## src/hdl/euu_pkg.sv

```systemverilog
`timescale 1ns / 1ps
// ----------------------------------------------------------------------------
// euu_pkg
// Shared types and constants for the escape-to-UTF-16 decoder.
// ----------------------------------------------------------------------------
package euu_pkg;

  // Result status codes
  typedef enum logic [1:0] {
    ST_OK       = 2'd0,
    ST_NONASCII = 2'd1,
    ST_BADHEX   = 2'd2,
    ST_TOOBIG   = 2'd3
  } status_e;

  localparam logic [31:0] MaxPoint   = 32'h0010_FFFF;
  localparam logic [20:0] PlaneBase  = 21'h1_0000;
  localparam logic [7:0]  ChBackslash = 8'h5C;
  localparam logic [7:0]  ChLowerU   = 8'h75;
  localparam logic [7:0]  ChUpperU   = 8'h55;
  localparam logic [3:0]  HexTen     = 4'hA;
  localparam logic [3:0]  ShortDigits = 4'd4;
  localparam logic [3:0]  LongDigits = 4'd8;
  localparam logic [5:0]  LeadPrefix = 6'b110110;
  localparam logic [5:0]  TrailPrefix = 6'b110111;

  // One queued command from the parser to the emitter
  typedef struct packed {
    logic        is_pair; // data holds point minus 0x10000, emit two units
    logic [19:0] data;    // code unit in [15:0] when not a pair
    status_e     status;
    logic        last;
  } cmd_t;

endpackage

```

## src/hdl/euu_stream_if.sv

```systemverilog
`timescale 1ns / 1ps
// ----------------------------------------------------------------------------
// euu_stream_if
// Valid/ready channels for input bytes, output code units and configuration.
// ----------------------------------------------------------------------------
interface euu_byte_if;
  logic       valid;
  logic       ready;
  logic [7:0] byte_in;

  modport source (output valid, output byte_in, input ready);
  modport sink   (input valid, input byte_in, output ready);
endinterface

interface euu_unit_if;
  logic        valid;
  logic        ready;
  logic [15:0] code_unit;
  logic [1:0]  status;
  logic        last;

  modport source (output valid, output code_unit, output status, output last, input ready);
  modport sink   (input valid, input code_unit, input status, input last, output ready);
endinterface

interface euu_cfg_if;
  logic valid;
  logic ready;
  logic escape_enable;

  modport source (output valid, output escape_enable, input ready);
  modport sink   (input valid, input escape_enable, output ready);
endinterface

```

## src/hdl/euu_front.sv

```systemverilog
`timescale 1ns / 1ps
// ----------------------------------------------------------------------------
// euu_front
// Byte parser: tracks escape state, assembles code points, queues commands.
// ----------------------------------------------------------------------------
module euu_front (
  input  logic          clk_i,
  input  logic          rst_ni,
  euu_byte_if.sink      in_if,
  euu_cfg_if.sink       cfg_if,
  input  logic          q_full_i,
  output logic          push_o,
  output euu_pkg::cmd_t cmd_o
);
  import euu_pkg::*;

  typedef enum logic [3:0] {
    MODE_PLAIN  = 4'b0001,
    MODE_BSLASH = 4'b0010,
    MODE_HEX    = 4'b0100,
    MODE_DROP   = 4'b1000
  } mode_e;

  mode_e       mode_q, mode_d;
  logic [3:0]  digits_q, digits_d;
  logic [31:0] acc_q, acc_d;
  logic        enable_q;
  logic        accept;
  logic [7:0]  b;
  logic [4:0]  hex;
  logic [31:0] acc_shift;
  logic [3:0]  digits_dec;
  logic [20:0] v_full;

  // Decode one hex digit: bit 4 flags a valid digit
  function automatic logic [4:0] hex_value(input logic [7:0] c);
    logic [4:0] r;
    r = '0;
    if (c >= 8'h30 && c <= 8'h39) begin
      r = {1'b1, c[3:0]};
    end else if ((c >= 8'h41 && c <= 8'h46) || (c >= 8'h61 && c <= 8'h66)) begin
      r = {1'b1, 4'(c[2:0] - 3'd1) + HexTen};
    end
    return r;
  endfunction

  assign in_if.ready  = !q_full_i;
  assign cfg_if.ready = 1'b1;
  assign accept       = in_if.valid && in_if.ready;
  assign b            = in_if.byte_in;
  assign hex          = hex_value(b);
  assign acc_shift    = {acc_q[27:0], hex[3:0]};
  assign digits_dec   = digits_q - 4'd1;
  assign v_full       = acc_shift[20:0] - PlaneBase;

  // Classify the byte and build the command
  always_comb begin
    mode_d   = mode_q;
    digits_d = digits_q;
    acc_d    = acc_q;
    push_o   = 1'b0;
    cmd_o    = '{is_pair: 1'b0, data: {12'd0, b}, status: ST_OK, last: 1'b0};
    if (accept) begin
      if (mode_q == MODE_DROP) begin
        if (b == 8'd0) begin
          mode_d = MODE_PLAIN;
        end
      end else if (b == 8'd0) begin
        push_o       = 1'b1;
        cmd_o.data   = '0;
        cmd_o.last   = 1'b1;
        cmd_o.status = (mode_q == MODE_HEX) ? ST_BADHEX : ST_OK;
        mode_d       = MODE_PLAIN;
        digits_d     = '0;
        acc_d        = '0;
      end else if (b[7]) begin
        push_o       = 1'b1;
        cmd_o.data   = '0;
        cmd_o.last   = 1'b1;
        cmd_o.status = ST_NONASCII;
        mode_d       = MODE_DROP;
        digits_d     = '0;
        acc_d        = '0;
      end else begin
        unique case (mode_q)
          MODE_PLAIN: begin
            if (b == ChBackslash && enable_q) begin
              mode_d = MODE_BSLASH;
            end else begin
              push_o = 1'b1;
            end
          end
          MODE_BSLASH: begin
            if (b == ChLowerU || b == ChUpperU) begin
              mode_d   = MODE_HEX;
              digits_d = (b == ChLowerU) ? ShortDigits : LongDigits;
              acc_d    = '0;
            end else begin
              mode_d = MODE_PLAIN;
              push_o = 1'b1;
            end
          end
          MODE_HEX: begin
            if (!hex[4]) begin
              push_o       = 1'b1;
              cmd_o.data   = '0;
              cmd_o.last   = 1'b1;
              cmd_o.status = ST_BADHEX;
              mode_d       = MODE_DROP;
              digits_d     = '0;
              acc_d        = '0;
            end else if (digits_dec != 4'd0) begin
              acc_d    = acc_shift;
              digits_d = digits_dec;
            end else begin
              digits_d = '0;
              acc_d    = '0;
              push_o   = 1'b1;
              if (acc_shift > MaxPoint) begin
                mode_d       = MODE_DROP;
                cmd_o.data   = '0;
                cmd_o.last   = 1'b1;
                cmd_o.status = ST_TOOBIG;
              end else if (acc_shift[31:16] == 16'd0) begin
                mode_d     = MODE_PLAIN;
                cmd_o.data = {4'd0, acc_shift[15:0]};
              end else begin
                mode_d        = MODE_PLAIN;
                cmd_o.is_pair = 1'b1;
                cmd_o.data    = v_full[19:0];
              end
            end
          end
          default: begin
            mode_d = MODE_PLAIN;
          end
        endcase
      end
    end
  end

  // Hold parse state and the enable register
  always_ff @(posedge clk_i or negedge rst_ni) begin
    if (!rst_ni) begin
      mode_q   <= MODE_PLAIN;
      digits_q <= '0;
      acc_q    <= '0;
      enable_q <= 1'b1;
    end else begin
      mode_q   <= mode_d;
      digits_q <= digits_d;
      acc_q    <= acc_d;
      if (cfg_if.valid) begin
        enable_q <= cfg_if.escape_enable;
      end
    end
  end

endmodule

```

## src/hdl/euu_queue.sv

```systemverilog
`timescale 1ns / 1ps
// ----------------------------------------------------------------------------
// euu_queue
// Small command FIFO between the parser and the emitter.
// ----------------------------------------------------------------------------
module euu_queue #(
  parameter int Depth = 4
) (
  input  logic          clk_i,
  input  logic          rst_ni,
  input  logic          push_i,
  input  euu_pkg::cmd_t cmd_i,
  input  logic          pop_i,
  output logic          valid_o,
  output logic          full_o,
  output euu_pkg::cmd_t head_o
);
  import euu_pkg::*;

  localparam int PtrW = (Depth > 1) ? $clog2(Depth) : 1;
  localparam int CntW = $clog2(Depth + 1);

  cmd_t            mem_q [Depth];
  logic [PtrW-1:0] wr_q, rd_q;
  logic [CntW-1:0] cnt_q;
  logic            do_push, do_pop;

  function automatic logic [PtrW-1:0] bump(input logic [PtrW-1:0] p);
    return (p == PtrW'(Depth - 1)) ? '0 : p + PtrW'(1);
  endfunction

  assign valid_o = cnt_q != '0;
  assign full_o  = cnt_q == CntW'(Depth);
  assign head_o  = mem_q[rd_q];
  assign do_push = push_i && !full_o;
  assign do_pop  = pop_i && valid_o;

  // Store entries
  always_ff @(posedge clk_i) begin
    if (do_push) begin
      mem_q[wr_q] <= cmd_i;
    end
  end

  // Advance pointers and fill count
  always_ff @(posedge clk_i or negedge rst_ni) begin
    if (!rst_ni) begin
      wr_q  <= '0;
      rd_q  <= '0;
      cnt_q <= '0;
    end else begin
      if (do_push) begin
        wr_q <= bump(wr_q);
      end
      if (do_pop) begin
        rd_q <= bump(rd_q);
      end
      if (do_push && !do_pop) begin
        cnt_q <= cnt_q + CntW'(1);
      end else if (do_pop && !do_push) begin
        cnt_q <= cnt_q - CntW'(1);
      end
    end
  end

endmodule

```

## src/hdl/euu_back.sv

```systemverilog
`timescale 1ns / 1ps
// ----------------------------------------------------------------------------
// euu_back
// Emitter: turns queued commands into output beats, splitting surrogates.
// ----------------------------------------------------------------------------
module euu_back (
  input  logic          clk_i,
  input  logic          rst_ni,
  input  logic          head_valid_i,
  input  euu_pkg::cmd_t head_i,
  output logic          pop_o,
  euu_unit_if.source    out_if
);
  import euu_pkg::*;

  logic        out_valid_q;
  logic [15:0] unit_q;
  status_e     status_q;
  logic        last_q;
  logic        trail_pend_q;
  logic [9:0]  trail_q;
  logic        can_load;

  assign can_load = !out_valid_q || out_if.ready;
  assign pop_o    = can_load && !trail_pend_q && head_valid_i;

  assign out_if.valid     = out_valid_q;
  assign out_if.code_unit = unit_q;
  assign out_if.status    = status_q;
  assign out_if.last      = last_q;

  // Control: valid and pending trail unit
  always_ff @(posedge clk_i or negedge rst_ni) begin
    if (!rst_ni) begin
      out_valid_q  <= 1'b0;
      trail_pend_q <= 1'b0;
    end else if (can_load) begin
      if (trail_pend_q) begin
        out_valid_q  <= 1'b1;
        trail_pend_q <= 1'b0;
      end else begin
        out_valid_q  <= head_valid_i;
        trail_pend_q <= head_valid_i && head_i.is_pair;
      end
    end
  end

  // Payload: load the trail unit, the lead unit or a single unit
  always_ff @(posedge clk_i) begin
    if (can_load) begin
      if (trail_pend_q) begin
        unit_q   <= {TrailPrefix, trail_q};
        status_q <= ST_OK;
        last_q   <= 1'b0;
      end else if (head_valid_i) begin
        unit_q   <= head_i.is_pair ? {LeadPrefix, head_i.data[19:10]} : head_i.data[15:0];
        status_q <= head_i.status;
        last_q   <= head_i.last;
        trail_q  <= head_i.data[9:0];
      end
    end
  end

endmodule

```

## src/hdl/escape_unicode_to_utf16_top.sv

```systemverilog
`timescale 1ns / 1ps
// ----------------------------------------------------------------------------
// escape_unicode_to_utf16_top
// Decodes \uXXXX and \UXXXXXXXX escapes in a byte string to UTF-16 units.
// ----------------------------------------------------------------------------
// The block takes one byte per clock cycle while the queue is not full. The
// parser classifies each byte in the cycle it is accepted and writes at most
// one command into a QueueDepth-entry FIFO; the emitter drains that FIFO into
// a registered output, so a unit passes through the FIFO entry and then the
// output register. A code point above 0xFFFF leaves as two beats, lead unit
// then trail unit, which the queue absorbs since such an escape spans at
// least ten input bytes. Input ready drops only while the queue is full under
// output back-pressure. The configuration channel is always ready.
module escape_unicode_to_utf16_top #(
  parameter int QueueDepth = 4
) (
  input  logic       clk_i,
  input  logic       rst_ni,
  euu_byte_if.sink   in_if,
  euu_unit_if.source out_if,
  euu_cfg_if.sink    cfg_if
);
  import euu_pkg::*;

  logic q_full, q_valid, push, pop;
  cmd_t cmd, head;

  euu_front u_front (
    .clk_i    (clk_i),
    .rst_ni   (rst_ni),
    .in_if    (in_if),
    .cfg_if   (cfg_if),
    .q_full_i (q_full),
    .push_o   (push),
    .cmd_o    (cmd)
  );

  euu_queue #(
    .Depth (QueueDepth)
  ) u_queue (
    .clk_i   (clk_i),
    .rst_ni  (rst_ni),
    .push_i  (push),
    .cmd_i   (cmd),
    .pop_i   (pop),
    .valid_o (q_valid),
    .full_o  (q_full),
    .head_o  (head)
  );

  euu_back u_back (
    .clk_i        (clk_i),
    .rst_ni       (rst_ni),
    .head_valid_i (q_valid),
    .head_i       (head),
    .pop_o        (pop),
    .out_if       (out_if)
  );

endmodule

```

## src/flat_wrapper.sv

```systemverilog
// flat-port wrapper written by rule: the top's interface ports become plain ports
module escape_unicode_to_utf16_top_flat import euu_pkg::*;
#(
  parameter int QueueDepth = 4
)
  (clk_i, rst_ni, in_if_valid, in_if_byte_in, in_if_ready, out_if_valid, out_if_code_unit, out_if_status, out_if_last, out_if_ready, cfg_if_valid, cfg_if_escape_enable, cfg_if_ready);
  euu_byte_if in_if_i ();
  euu_unit_if out_if_i ();
  euu_cfg_if cfg_if_i ();
  input  logic clk_i;
  input  logic rst_ni;
  input wire logic [$bits(in_if_i.valid)-1:0] in_if_valid;
  input wire logic [$bits(in_if_i.byte_in)-1:0] in_if_byte_in;
  output wire logic [$bits(in_if_i.ready)-1:0] in_if_ready;
  output wire logic [$bits(out_if_i.valid)-1:0] out_if_valid;
  output wire logic [$bits(out_if_i.code_unit)-1:0] out_if_code_unit;
  output wire logic [$bits(out_if_i.status)-1:0] out_if_status;
  output wire logic [$bits(out_if_i.last)-1:0] out_if_last;
  input wire logic [$bits(out_if_i.ready)-1:0] out_if_ready;
  input wire logic [$bits(cfg_if_i.valid)-1:0] cfg_if_valid;
  input wire logic [$bits(cfg_if_i.escape_enable)-1:0] cfg_if_escape_enable;
  output wire logic [$bits(cfg_if_i.ready)-1:0] cfg_if_ready;
  assign in_if_i.valid = in_if_valid;
  assign in_if_i.byte_in = in_if_byte_in;
  assign in_if_ready = in_if_i.ready;
  assign out_if_valid = out_if_i.valid;
  assign out_if_code_unit = out_if_i.code_unit;
  assign out_if_status = out_if_i.status;
  assign out_if_last = out_if_i.last;
  assign out_if_i.ready = out_if_ready;
  assign cfg_if_i.valid = cfg_if_valid;
  assign cfg_if_i.escape_enable = cfg_if_escape_enable;
  assign cfg_if_ready = cfg_if_i.ready;
  escape_unicode_to_utf16_top #(.QueueDepth(QueueDepth)) u_core (.clk_i(clk_i), .rst_ni(rst_ni), .in_if(in_if_i), .out_if(out_if_i), .cfg_if(cfg_if_i));
endmodule
```

## config.mk

```make
export PLATFORM = sky130hd
export DESIGN_NAME = escape_unicode_to_utf16_top_flat
export DESIGN_NICKNAME = d
export VERILOG_FILES = /design/src/hdl/euu_pkg.sv /design/src/hdl/euu_stream_if.sv /design/src/hdl/euu_front.sv /design/src/hdl/euu_queue.sv /design/src/hdl/euu_back.sv /design/src/hdl/escape_unicode_to_utf16_top.sv /design/src/flat_wrapper.sv
export SDC_FILE = /design/constraint.sdc
export NUM_CORES = 1
export LEC_CHECK = 0
export BUFFER_PORTS_ARGS = -buffer_cell sky130_fd_sc_hd__buf_2
export CORE_MARGIN = 8
export CORE_UTILIZATION = 50
export DETAILED_ROUTE_END_ITERATION = 7
export GPL_TIMING_DRIVEN = 0
export PLACE_DENSITY = 0.67
export SLEW_MARGIN = 10
export SYNTH_ARGS = -nofsm -noshare
export SYNTH_HDL_FRONTEND = slang
export SYNTH_SLANG_ARGS = --single-unit
```

## constraint.sdc

```tcl
create_clock -name clk_i -period 3.5 [get_ports clk_i]
set_input_delay 0.35 -clock clk_i [delete_from_list [all_inputs] [get_ports clk_i]]
set_output_delay 0.35 -clock clk_i [all_outputs]
set_load 0.005 [all_outputs]
```

**Word level (Yosys, flattened, before mapping)**

Memory sizes are Yosys's and may differ from the RTL's.
Cells that the tools add are included.

- Memories kept: 1
- Memory bits (writable): 96
- Input bits: 14
- Flip-flop bits (word level): 75

Memories:

| name | depth | bits a word | read ports | clocked after Yosys merged registers in | wr ports | line | source |
|---|---|---|---|---|---|---|---|
| u_core.u_queue.mem_q | 4 | 24 | 1 | 0 | 1 | euu_queue.sv:23 | `cmd_t mem_q [Depth];` |

- Bitwise gates (word level): 2
- Eq/ne operators: 14
- Add/subtract/negate cells: 8
- Multiplexer cells: 63
- Reductions and logical operators: 31
- Order comparisons: 7

Operators by type and width:

| operator | count |
|---|---|
| 28-bit 2-to-1 mux | 5 |
| 24-bit 2-to-1 mux | 4 |
| 23-bit 2-to-1 mux | 3 |
| 4-bit 2-to-1 mux | 14 |
| 28-bit case mux with 2 select lines | 1 |
| 20-bit 2-to-1 mux | 2 |
| 32-bit by 21-bit greater-than comparator with 1-bit output, second input constant | 1 |
| 16-bit 2-to-1 mux | 2 |
| 8-bit by 7-bit == test with 1-bit output, second input constant | 3 |
| 20-bit by 17-bit subtractor with 20-bit output, second input constant | 1 |
| 1-bit 2-to-1 mux | 18 |
| 8-bit by 7-bit greater-or-equal comparator with 1-bit output, second input constant | 2 |
| 8-bit by 7-bit <= comparator with 1-bit output, second input constant | 2 |
| 16-bit zero test | 1 |
| 1-bit logical AND | 12 |
| 3-bit 2-to-1 mux | 4 |
| 4-bit case mux with 3 select lines | 1 |
| 10-bit 2-to-1 mux | 1 |
| 5-bit 2-to-1 mux | 2 |
| 8-bit by 6-bit greater-or-equal comparator with 1-bit output, second input constant | 1 |
| 8-bit by 6-bit <= comparator with 1-bit output, second input constant | 1 |
| 8-bit zero test | 1 |
| 2-bit 2-to-1 mux | 4 |
| 4-bit != test, second input constant | 2 |
| 25 further kinds | 37 |

**Longest topological paths before layout**

Gate-level depths: netlist (run 1).

- Depth after elaboration: 16
- Gate-level depth with buffers: 13
- Mapped depth without buffers: 13

**By module**

From an unflattened synthesis (run 1), not the netlist that was laid out.

- Cell total of the unflattened synthesis: 494
- Area total of the unflattened synthesis: 7,639.8 µm²

Modules (own cells, without submodules):

| module | instances | area each (µm²) | cells an instance | seq. area each (µm²) |
|---|---|---|---|---|
| euu_queue | 1 | 3,971.3 | 163 | 3,057.9 |
| euu_front | 1 | 2,388.5 | 246 | 928.4 |
| euu_back | 1 | 1,280.0 | 85 | 920.9 |

**Least setup slack after synthesis (run 1)**

Ideal clock, no wire load.

- Path type: input port to flip-flop
- From: input port in_if_byte_in[7]
- To: register u_core.u_queue.cnt_q[1]
- Data required time: 3.375 ns
- Setup time: 0.125 ns
- Stages on the path: 10
- Slack: 0.625 ns
- Arrival: 2.751 ns
- Cell sequence: buf_6 > or4b_4 > a311oi_4 > o21ai_2 > nand2_1 > a41oi_1 > ha_1 > inv_1 > fa_1 > mux2_2

- Word-level cells in the longest chain between the ends: 15

Ends and longest elaborated chain:

| what | line | source |
|---|---|---|
| start: declaration | flat_wrapper.sv:13 | `input wire logic [$bits(in_if_i.byte_in)-1:0] in_if_byte_in;` |
| 8-bit by 7-bit greater-or-equal comparator with 1-bit output or 8-bit by 7-bit <= comparator with 1-bit output (tied branches) | euu_front.sv:41 | `end else if ((c >= 8'h41 && c <= 8'h46) \|\| (c >= 8'h61 && c <= 8'h66)) begin` |
| 1-bit logical AND | euu_front.sv:41 |  |
| 1-bit logical OR | euu_front.sv:41 |  |
| 5-bit 2-to-1 mux | euu_front.sv:41 |  |
| 5-bit 2-to-1 mux | euu_front.sv:39 | `if (c >= 8'h30 && c <= 8'h39) begin` |
| 1-bit 2-to-1 mux | euu_front.sv:104 | `if (!hex[4]) begin` |
| 1-bit case mux with 3 select lines | euu_front.sv:85 | `unique case (mode_q)` |
| 1-bit 2-to-1 mux | euu_front.sv:76 | `end else if (b[7]) begin` |
| 1-bit 2-to-1 mux * | euu_front.sv:68 | `end else if (b == 8'd0) begin` |
| 1-bit 2-to-1 mux * | euu_front.sv:64 | `if (mode_q == MODE_DROP) begin` |
| 1-bit 2-to-1 mux * | euu_front.sv:63 | `if (accept) begin` |
| 1-bit logical AND * | euu_queue.sv:35 | `assign do_push = push_i && !full_o;` |
| named net u_core.u_queue.do_push | euu_queue.sv:26 | `logic do_push, do_pop;` |
| 1-bit zero test | euu_queue.sv:60 | `end else if (do_pop && !do_push) begin` |
| 1-bit logical AND | euu_queue.sv:60 |  |
| 2-bit nonzero test (no line) | n/a |  |
| end signal: assignment | euu_queue.sv:59 | `cnt_q <= cnt_q + CntW'(1);` |
| end signal: assignment | euu_queue.sv:61 | `cnt_q <= cnt_q - CntW'(1);` |
| end: declaration | euu_queue.sv:25 | `logic [CntW-1:0] cnt_q;` |

The timed path passes the listed nets; every way through them passes the cells marked *.
A chain may end at the register's enable or synchronous reset.

**Worst setup path after layout (run 1)**

- From: register u_core.u_front.digits_q[0]
- To: register u_core.u_queue.cnt_q[2]

- Word-level cells in the longest chain between the ends: 13

Ends and longest elaborated chain:

| what | line | source |
|---|---|---|
| start: declaration | euu_front.sv:25 | `logic [3:0] digits_q, digits_d;` |
| start signal: assignment | euu_front.sv:151 | `digits_q <= digits_d;` |
| 4-bit by 1-bit subtractor with 4-bit output * | euu_front.sv:53 | `assign digits_dec = digits_q - 4'd1;` |
| 4-bit nonzero test * | euu_front.sv:112 | `end else if (digits_dec != 4'd0) begin` |
| 1-bit 2-to-1 mux * | euu_front.sv:112 |  |
| 1-bit 2-to-1 mux * | euu_front.sv:104 |  |
| 1-bit case mux with 3 select lines * | euu_front.sv:85 |  |
| 1-bit 2-to-1 mux * | euu_front.sv:76 |  |
| 1-bit 2-to-1 mux * | euu_front.sv:68 |  |
| 1-bit 2-to-1 mux * | euu_front.sv:64 |  |
| 1-bit 2-to-1 mux * | euu_front.sv:63 |  |
| 1-bit logical AND * | euu_queue.sv:35 |  |
| named net u_core.u_queue.do_push | euu_queue.sv:26 |  |
| 1-bit zero test | euu_queue.sv:60 |  |
| 1-bit logical AND | euu_queue.sv:60 |  |
| 2-bit nonzero test (no line) | n/a |  |

Marks and branches as above.

==> results of run 1 <==
==> synthesized netlist by cell type, drive strengths merged (3+ instances only) <==
| library cell | n |
|---|---|
| a21oi | 7 |
| and2 | 14 |
| mux2 | 8 |
| nand3b | 4 |
| xnor2 | 4 |
| nor2b | 8 |
| edfxtp | 125 |
| nor2 | 19 |
| buf | 10 |
| nor3 | 5 |
| nor3b | 3 |
| clkbuf | 13 |
| mux2i | 10 |
| or3 | 8 |
| nand2 | 33 |
| inv | 15 |
| mux4 | 24 |
| o21ai | 30 |
| nand2b | 6 |
| a22o | 31 |
| ha | 13 |
| nor4 | 4 |
| nand4 | 3 |
| dfrtp | 44 |
==> timing repair <==
action,in CTS,in global routing
gates resized for setup,2,4
setup endpoints to repair,73,36
endpoints found under the hold margin,0,0
==> final timing paths <==
path,depth (start not counted),from,slack (ns),end
max,13,u_core.u_front.digits_q[0],0.29,u_core.u_queue.cnt_q[2]
min,1,rst_ni,0.12,u_core.u_back.out_if.valid
max reg2reg,13,u_core.u_front.digits_q[0],0.29,u_core.u_queue.cnt_q[2]
min reg2reg,1,u_core.u_front.acc_q[24],0.49,u_core.u_front.acc_q[24]
max in group asynchronous,1,rst_ni,2.72,u_core.u_front.acc_q[16]
min in group clk_i,2,cfg_if_escape_enable,0.15,u_core.u_front.enable_q
==> sequential cells by signal, indices dropped and copies added, names as in the netlist, 3 cells and up <==
register	count
u_core.u_front.mode_q	4
u_core.u_queue.cnt_q	3
u_core.u_front.acc_q	28
u_core.u_queue.mem_q	96
u_core.u_front.digits_q	4
u_core.u_back.trail_q	10
u_core.u_back.out_if.code_unit	16
==> report_power, final <==
group / switching [mW] / internal (mW)
Clock: 0.744 / 0.964
Combinational: 0.952 / 0.762
Sequential: 0.152 / 2.73
Total: 1.85 / 4.45
==> layer usage <==
layer	GRT usage (%)	vias to the layer above	wire (um)
met2	27.35	86	7297
met4	7.785	0	365
met1	19.73	2144	6062
met5	0	-	0
li1	-	1971	-
met3	3.975	24	708
==> final cells by class <==
class | instances | area [um2]
buffer | 23 | 103.9
clock buffer | 18 | 429.2
clock inverter | 14 | 105.1
fill | 1122 | 6082
inverter | 15 | 56.30
multi-input combinational | 273 | 2352
sequential | 171 | 4907
tap | 184 | 230.2
timing repair buffer | 36 | 212.7
==> worst max-delay path: stages, from the launching register on <==
cell	delay (ns)
dfrtp_1	0.42
inv_1	0.08
ha_1	0.25
nor3b_1	0.28
a31oi_1	0.21
o21ai_2	0.14
nand2_1	0.13
a41oi_4	0.48
ha_1	0.26
inv_1	0.06
fa_1	0.38
xor2_1	0.18
nor2_1	0.12
xor2_1	0.15
==> metrics by stage <==
stage               cells  utilization, %  worst slack (ns)
finish                734           57.99            0.2869
detailed placement    702           54.14           -0.5211
CTS                   734           57.89            0.1293
global route          734           57.99           0.04143
global placement      698           53.72           -0.4426
floorplan             482               -            0.6245
==> kinds of logic (layout without fill, tap and decap cells) <==
kind of cell | Yosys count | in the layout | share of synthesized area (%)
adder cells (fa/ha/maj) | 14 | 14 | 2.473
XOR/XNOR | 6 | 6 | 0.7113
buffers and inverters | 38 | 106 | 2.168
flip-flops | 171 | 171 | 66.42
multiplexers | 42 | 42 | 9.992
AO/OA/AOI/OAI | 88 | 88 | 9.043
AND/OR/NAND/NOR | 122 | 122 | 9.145
other | 1 | 1 | 0.05076
==> impl_metrics.ini, run 1 <==
[run_status]
status = completed

[floorplanning]
die_area_um2 = 18920
initial_core_util_pct = 51.03
die_x_um = 137.6
rows = 44
core_um2 = 14480
die_h_um = 137.6
io_pins = 36

[flow_run]
maxCapViolCount = 0

[logic_synthesis]
synth_seq_area_share_pct = 66.42
synthArstFlopShare_pct = 26.90
synth_area_leaders = edfxtp_1 (51%), dfrtp_1 (15%), mux4_2 (7.3%), a22o_1 (3.7%), ha_1 (2.2%)
yosysTopAreaCellShare_pct = 50.80
ys_types = 62
avgSynthCellArea_um2 = 15.33
synth-edff-count = 125
synth_top_cell_by_area = edfxtp_1
synth_nets = 510
ys.warnings.count = 0
ys_seq_elements = 171
synthCells = 482
synthFlopType = edfxtp_1
syn_area_um2 = 7388

[sta]
period_minus_slack_ns = 3.213
relSlewSlack_pct = 28.36
setup_viol = 0
worst_pin_slew_ns = 1.075
finalHoldViolations = 0
fin_worst_skew_ns = 0.008695
tns_ns = 0
max_freq_mhz = 311.2
whs_ns = 0.1164
fin_crit_sh_pct = 91.80
grt_setup_unrepaired = no
final_max_slew_viol_count = 0

[clock_network]
cts_buffer_depth = 2
root_buffer = clkbuf_16
path_clk_slew_ns = 0.06
cts_hold_buf = 0
cts_tree = built
cts-buffers-inserted = 17
cts_setup_buffers = 0
h-tree-depth = 4
insertion_delay_ns = 0.43
clock-sinks = 171

[global_routing]
overflow = 0
grt_max_degree = 47
antenna_found_initial = 1
grtUsageTotal_pct = 16.42
grt_pass1_vias = 4355
grt_pass1_wl_um = 22980

[layout]
fin_area_um2 = 8397
final_nets = 565
drive_gt1_share_pct = 22.36
layout_common_cells = edfxtp_1 (125), dfrtp_1 (44), buf_2 (37)
final_common_cell = edfxtp_1
syn2layout_area_growth_pct = 13.65
n_antenna_cell = 0

[place]
dpl.hpwl_um = 10240
gp_congestion = 0.8765
placed_cell_area_um2 = 7839
port_buffers = 32

[detailed_routing]
first_iter_violations = 198
drt-pass1-iter-count = 4
drt-total-wl_um = 14430
wire_per_inst_um = 19.66
drc = 0
num_vias = 4225
drtAntennaViolNets = 0
via_per_inst = 5.756

[setup_path]
cp-end-kind = flop
critical_path_class = flop to flop
critPathLaunchType = flop
worstPathRequired_ns = 3.85
cp.arrival_ns = 3.56
crit_fanout = 7

[power_and_ir_drop]
peakVddDrop_v = 0.0003885
p_per_area_nw_per_um2 = 750.6
power_mw = 6.302
p_leak_nw = 3.137

[hold_path]
hold_path.class = input pin to async pin
(Power assumes the default switching activity.)
==> inputs of run 2 (changes only) <==
--- a/config.mk
+++ b/config.mk
@@ -6,6 +6,7 @@
 export NUM_CORES = 1
 export LEC_CHECK = 0
 export BUFFER_PORTS_ARGS = -buffer_cell sky130_fd_sc_hd__buf_2
+export CORE_ASPECT_RATIO = 1.2
 export CORE_MARGIN = 8
 export CORE_UTILIZATION = 50
 export DETAILED_ROUTE_END_ITERATION = 7
==> impl_metrics.ini, run 2 (synthesis gave the netlist of run 1 again) <==
[run_status]
status = completed

[sta]
finalHoldViolations = 0
fin_crit_sh_pct = 91.09
grt_setup_unrepaired = no
max_freq_mhz = 313.7
worst_slack_ns = 0.3117
final_max_slew_viol_count = 0
setup_viol = 0
worst_pin_slew_ns = 1.067
fin_worst_skew_ns = 0.01309
period_minus_slack_ns = 3.188
relSlewSlack_pct = 28.87
tns_ns = 0

[clock_network]
h-tree-depth = 4
cts_tree = built
cts_setup_buffers = 0
path_clk_slew_ns = 0.06
clock-sinks = 171
cts_buffer_depth = 2
root_buffer = clkbuf_16
cts-buffers-inserted = 17
cts_hold_buf = 0
insertion_delay_ns = 0.43
ctsResizeCount = 2

[setup_path]
critPathLaunchType = flop
critical_path_class = flop to flop
rr_worst_depth = 13
critPathSlowestCell = a41oi_2
endpoint = u_core.u_queue.cnt_q[2]
critPathBufInv = 2
worstPathRequired_ns = 3.86
r2r-end = u_core.u_queue.cnt_q[2]
cp_cell_sequence = inv_1, ha_1, nor3b_1, a31oi_1, o21ai_2, nand2_1, a41oi_2, ha_1, inv_1, fa_1, xor2_1, nor2_1, xor2_1
cp.arrival_ns = 3.55
cp.depth = 13
crit_path_start = u_core.u_front.digits_q[0]
cp-end-kind = flop
r2r-start = u_core.u_front.digits_q[0]
cp_top_family = adder cells
worst-r2r-setup-slack_ns = 0.31
crit_fanout = 7
slowest_delay_ns = 0.54

[place]
gp_congestion = 0.8871
dpl_worst_slack_ns = -0.5646
dpl.hpwl_um = 9931
port_buffers = 32

[detailed_routing]
via_per_inst = 5.873
drc = 0
drt-pass1-iter-count = 5
wire_per_inst_um = 19.94
drt-total-wl_um = 14420
first_iter_violations = 298
num_vias = 4246
drtAntennaViolNets = 0

[layout]
layout_common_cells = edfxtp_1 (125), dfrtp_1 (44), buf_2 (37)
final_common_cell = edfxtp_1
n_antenna_cell = 0
final_util_pct = 58.23
drive_gt1_share_pct = 21.90
final_nets = 563
largest-register = u_core.u_queue.mem_q
syn2layout_area_growth_pct = 13.60
largest_reg_flops = 96

[global_routing]
overflow = 0
grtUsageTotal_pct = 16.21
grt_pass1_vias = 4312
antenna_found_initial = 0
grt_max_degree = 47
grt_pass1_wl_um = 23290

[floorplanning]
io_pins = 36
die_area_um2 = 18940
die_h_um = 149.2
initial_core_util_pct = 51.26
die_x_um = 127.0
core_um2 = 14410
rows = 48

[power_and_ir_drop]
p_per_area_nw_per_um2 = 764.7
p_leak_nw = 3.140
peakVddDrop_v = 0.0002929

[hold_path]
hold_path.class = input pin to async pin

[flow_run]
maxCapViolCount = 0
## run 2: cell types whose count changed in the layout (fill, tap and decap cells not counted), sizes merged
cell    previous run  this run
clkinv             9         5
buf               46        44
bufinv             1         3
clkbuf            31        33
## run 2: where the power goes
part	leakage, nW	switching, mW	internal [mW]
registers	1.78	0.151	2.73
clock network	0.275	0.748	1.12
logic	1.09	0.930	0.743
## run 2: worst register-to-register path, cell delays in order, from the launching register on
cell	delay, ns
dfrtp_1	0.41
inv_1	0.08
ha_1	0.24
nor3b_1	0.27
a31oi_1	0.20
o21ai_2	0.14
nand2_1	0.10
a41oi_2	0.54
ha_1	0.28
inv_1	0.06
fa_1	0.37
xor2_1	0.17
nor2_1	0.11
xor2_1	0.14
## run 2: metal layers
metal | share of wire [%] | vias up | global-route usage, % | wire length (um)
li1 | - | 1976 | - | -
met3 | 4.5 | 20 | 3.970 | 644
met5 | 0 | - | 0 | 0
met4 | 1.8 | 0 | 7.151 | 253
met2 | 53 | 110 | 28.66 | 7586
met1 | 41 | 2140 | 18.24 | 5932
## run 2: how the worst min path moves through the flow
stage / from / end / slack [ns]
after global routing: cfg_if_escape_enable / u_core.u_front.enable_q / 0.15
after detailed placement: u_core.u_front.acc_q[27] / u_core.u_front.acc_q[27] / 0.48
after CTS: cfg_if_escape_enable / u_core.u_front.enable_q / 0.14
after floorplan: rst_ni / u_core.u_back.out_if.valid / 0.05
final: rst_ni / u_core.u_queue.cnt_q[2] / 0.11
after global placement: u_core.u_front.acc_q[27] / u_core.u_front.acc_q[27] / 0.48
## run 2: final cells by class
class                      count  area, um2
multi-input combinational    273       2340
fill                        1153       6021
inverter                      15      56.30
buffer                        23      103.9
sequential                   171       4907
clock buffer                  20      436.7
tap                          175      219.0
clock inverter                12      147.6
timing repair buffer          34      182.7
## run 2: metrics by stage
stage               instances  cell area, um2  hold slack (ns)  total power, mW
floorplan                 482            7388          0.05441            4.062
global placement          689            7767           0.4817            4.552
detailed placement        691            7800           0.4811            4.624
CTS                       723            8393           0.1359            6.487
global route              723            8393           0.1529            6.751
finish                    723            8393           0.1056            6.418
==> inputs of run 3 (changes only) <==
--- a/config.mk
+++ b/config.mk
@@ -5,6 +5,7 @@
 export SDC_FILE = /design/constraint.sdc
 export NUM_CORES = 1
 export LEC_CHECK = 0
+export ABC_AREA = 1
 export BUFFER_PORTS_ARGS = -buffer_cell sky130_fd_sc_hd__buf_2
 export CORE_ASPECT_RATIO = 1.2
 export CORE_MARGIN = 8
@@ -12,6 +13,7 @@
 export DETAILED_ROUTE_END_ITERATION = 7
 export GPL_TIMING_DRIVEN = 0
 export PLACE_DENSITY = 0.67
+export SKIP_LAST_GASP = 1
 export SLEW_MARGIN = 10
 export SYNTH_ARGS = -nofsm -noshare
 export SYNTH_HDL_FRONTEND = slang
==> impl_metrics.ini, run 3 <==
[setup_path]
cp_cell_sequence = inv_1, ha_1, nor2_1, nor2_1, nor2_1, nand2_2, nand2_2, a21oi_2, nand3_2, nand2_4, inv_1, ha_1, inv_1, fa_1, mux2_2
worst-r2r-setup-slack_ns = 0.69
cp.arrival_ns = 3.12
critPathSlowestCell = fa_1
crit_path_start = u_core.u_front.digits_q[0]
slowest_delay_ns = 0.41
r2r-start = u_core.u_front.digits_q[0]
critPathLaunchType = flop
cp-end-kind = flop
r2r-end = u_core.u_queue.cnt_q[1]
worstPathRequired_ns = 3.81
critical_path_class = flop to flop
rr_worst_depth = 15
crit_fanout = 9

[layout]
fillCellCount = 1313
final_util_pct = 57.37
drive_gt1_share_pct = 16.60
fin_area_um2 = 8865
final_common_cell = nand2_1
syn2layout_area_growth_pct = 13.29
layout_common_cells = nand2_1 (172), edfxtp_1 (125), inv_1 (67)
fin_cells = 1015
largest_reg_flops = 96
n_antenna_cell = 0
final_nets = 822
largest-register = u_core.u_queue.mem_q

[detailed_routing]
drc = 0
num_vias = 5377
drt-total-wl_um = 17180
drtAntennaViolNets = 0
via_per_inst = 5.298
drt-pass1-iter-count = 6
first_iter_violations = 313
wire_per_inst_um = 16.93

[global_routing]
grtUsageMet2_pct = 30.89
use_met3_pct = 3.724
antenna_found_initial = 0
grtUsageTotal_pct = 18.05
grtUsageMet1_pct = 21.20
overflow = 0
grt_max_degree = 47
top_usage_layer = met2
grt_pass1_vias = 5416
grt_pass1_wl_um = 27550

[logic_synthesis]
synth_commonest_cells = nand2_1 (172), edfxtp_1 (125), nor2_1 (68)
yosys.area_share.simple_pct = 17.72
ys_seq_elements = 171
synthXorXnorAreaFrac_pct = 0.5596
synth_compound_area_share_pct = 10.79
syn_area_um2 = 7825
synthFlopType = edfxtp_1
synthMuxAreaShare_pct = 0.1439
synthArstFlopShare_pct = 26.90
synth_top_cell_by_area = edfxtp_1
ys_types = 44
avgSynthCellArea_um2 = 10.56
synth_top_family_by_area = simple AND/OR/NAND/NOR gates
synth_nets = 769
yosysTopAreaCellShare_pct = 47.97
synth.most_common_cell = nand2_1
synth-edff-count = 125
synth_area_leaders = edfxtp_1 (48%), dfrtp_1 (14%), nand2_1 (8.3%), nor2_1 (3.3%), inv_1 (3.2%)
synthCells = 741
synth-adder-area-share_pct = 2.335
ys.warnings.count = 0
synth_seq_area_share_pct = 62.71

[clock_network]
cts_buffer_depth = 2
insertion_delay_ns = 0.43
clock-sinks = 171
root_buffer = clkbuf_16
cts-buffers-inserted = 17
ctsResizeCount = 0
cts_setup_buffers = 0
path_clk_slew_ns = 0.06
cts_tree = built
h-tree-depth = 4

[hold_path]
holdPathEnd = u_core.u_front.enable_q
holdCritStartpoint = cfg_if_valid
hold-path-cell-count = 2
hold_path.class = input pin to flop

[place]
gp_congestion = 0.8928
dpl.hpwl_um = 12220
port_buffers = 33
dp.cells = 982
placed_cell_area_um2 = 8280

[sta]
setup_viol = 0
worst_pin_slew_ns = 0.8179
finalHoldViolations = 0
period_minus_slack_ns = 2.807
max_freq_mhz = 356.2
tns_ns = 0
grt_setup_unrepaired = no
relSlewSlack_pct = 45.34
fin_crit_sh_pct = 80.21
fin_worst_skew_ns = 0.009531
final_max_slew_viol_count = 0

[floorplanning]
core_um2 = 15450
io_pins = 36
die_h_um = 153.0
die_area_um2 = 19930
initial_core_util_pct = 50.64
die_x_um = 130.2
rows = 50

[power_and_ir_drop]
p_leak_nw = 3.569
peakVddDrop_v = 0.0003961
p_per_area_nw_per_um2 = 770.8

[run_status]
status = completed

[flow_run]
maxCapViolCount = 0
## run 3: repair_timing
action / in CTS / in global routing
endpoints found under the setup margin: 0 / 0
hold endpoints to repair: 0 / 11
hold buffers: 0 / 1
## run 3: worst max-delay path by stage
| stage | to | depth (start not counted) |
|---|---|---|
| final | u_core.u_queue.cnt_q[1] | 15 |
| after global placement | u_core.u_queue.mem_q[2][22] | 12 |
| after floorplan | u_core.u_queue.mem_q[3][0] | 11 |
| after detailed placement | u_core.u_queue.cnt_q[1] | 17 |
| after CTS | u_core.u_queue.cnt_q[1] | 15 |
| after global routing | u_core.u_queue.cnt_q[2] | 18 |
## run 3: worst max-delay path: cells and delay by family (launching register included)
family / cells / cell delay (ns)
compound gates: 1 / 0.13
fa+ha+maj: 3 / 0.82
buf+inv: 3 / 0.31
flops: 1 / 0.40
mux: 1 / 0.27
simple gates: 7 / 0.77
## run 3: power breakdown
group	leakage [nW]	internal (mW)	switching, mW
Sequential	1.79	2.74	0.145
Clock	0.273	1.07	0.734
Combinational	1.50	0.691	1.45
Total	3.57	4.51	2.33
## run 3: final cells by class
cell class	instances	area (um2)	share of cell area [%]
clock buffers	26	509.2	5.745
clock inverters	6	62.56	0.7057
repair buffers	34	177.7	2.004
well taps	208	260.3	2.936
inverters	78	295.3	3.331
flip-flops and latches	171	4907	55.36
plain buffers	27	150.1	1.694
multi-input cells	465	2502	28.23
## run 3: cells by family after synthesis
| logic type | after synthesis |
|---|---|
| multiplexers | 1 |
| XOR/XNOR | 5 |
| adder cells (fa/ha/maj) | 14 |
| other | 1 |
| AO/OA/AOI/OAI | 135 |
| AND/OR/NAND/NOR | 309 |
| buffers and inverters | 105 |
| flip-flops | 171 |
## run 3: routing by layer
| layer | vias to the layer above | wire length (um) |
|---|---|---|
| li1 | 2637 | - |
| met1 | 2544 | 7185 |
| met2 | 158 | 8683 |
| met3 | 38 | 852 |
| met4 | 0 | 460 |
| met5 | - | 0 |
## run 3: per-stage QoR
step / power [mW] / worst slack [ns] / hold slack (ns)
2_1_floorplan: 4.331 / 0.7176 / 0.05441
3_3_place_gp: 4.972 / -0.4225 / 0.4634
3_5_place_dp: 5.066 / 0.4892 / 0.4682
4_1_cts: 6.866 / 0.6817 / 0.07793
5_1_grt: 7.237 / 0.4769 / 0.08165
6_report: 6.833 / 0.6927 / 0.09648
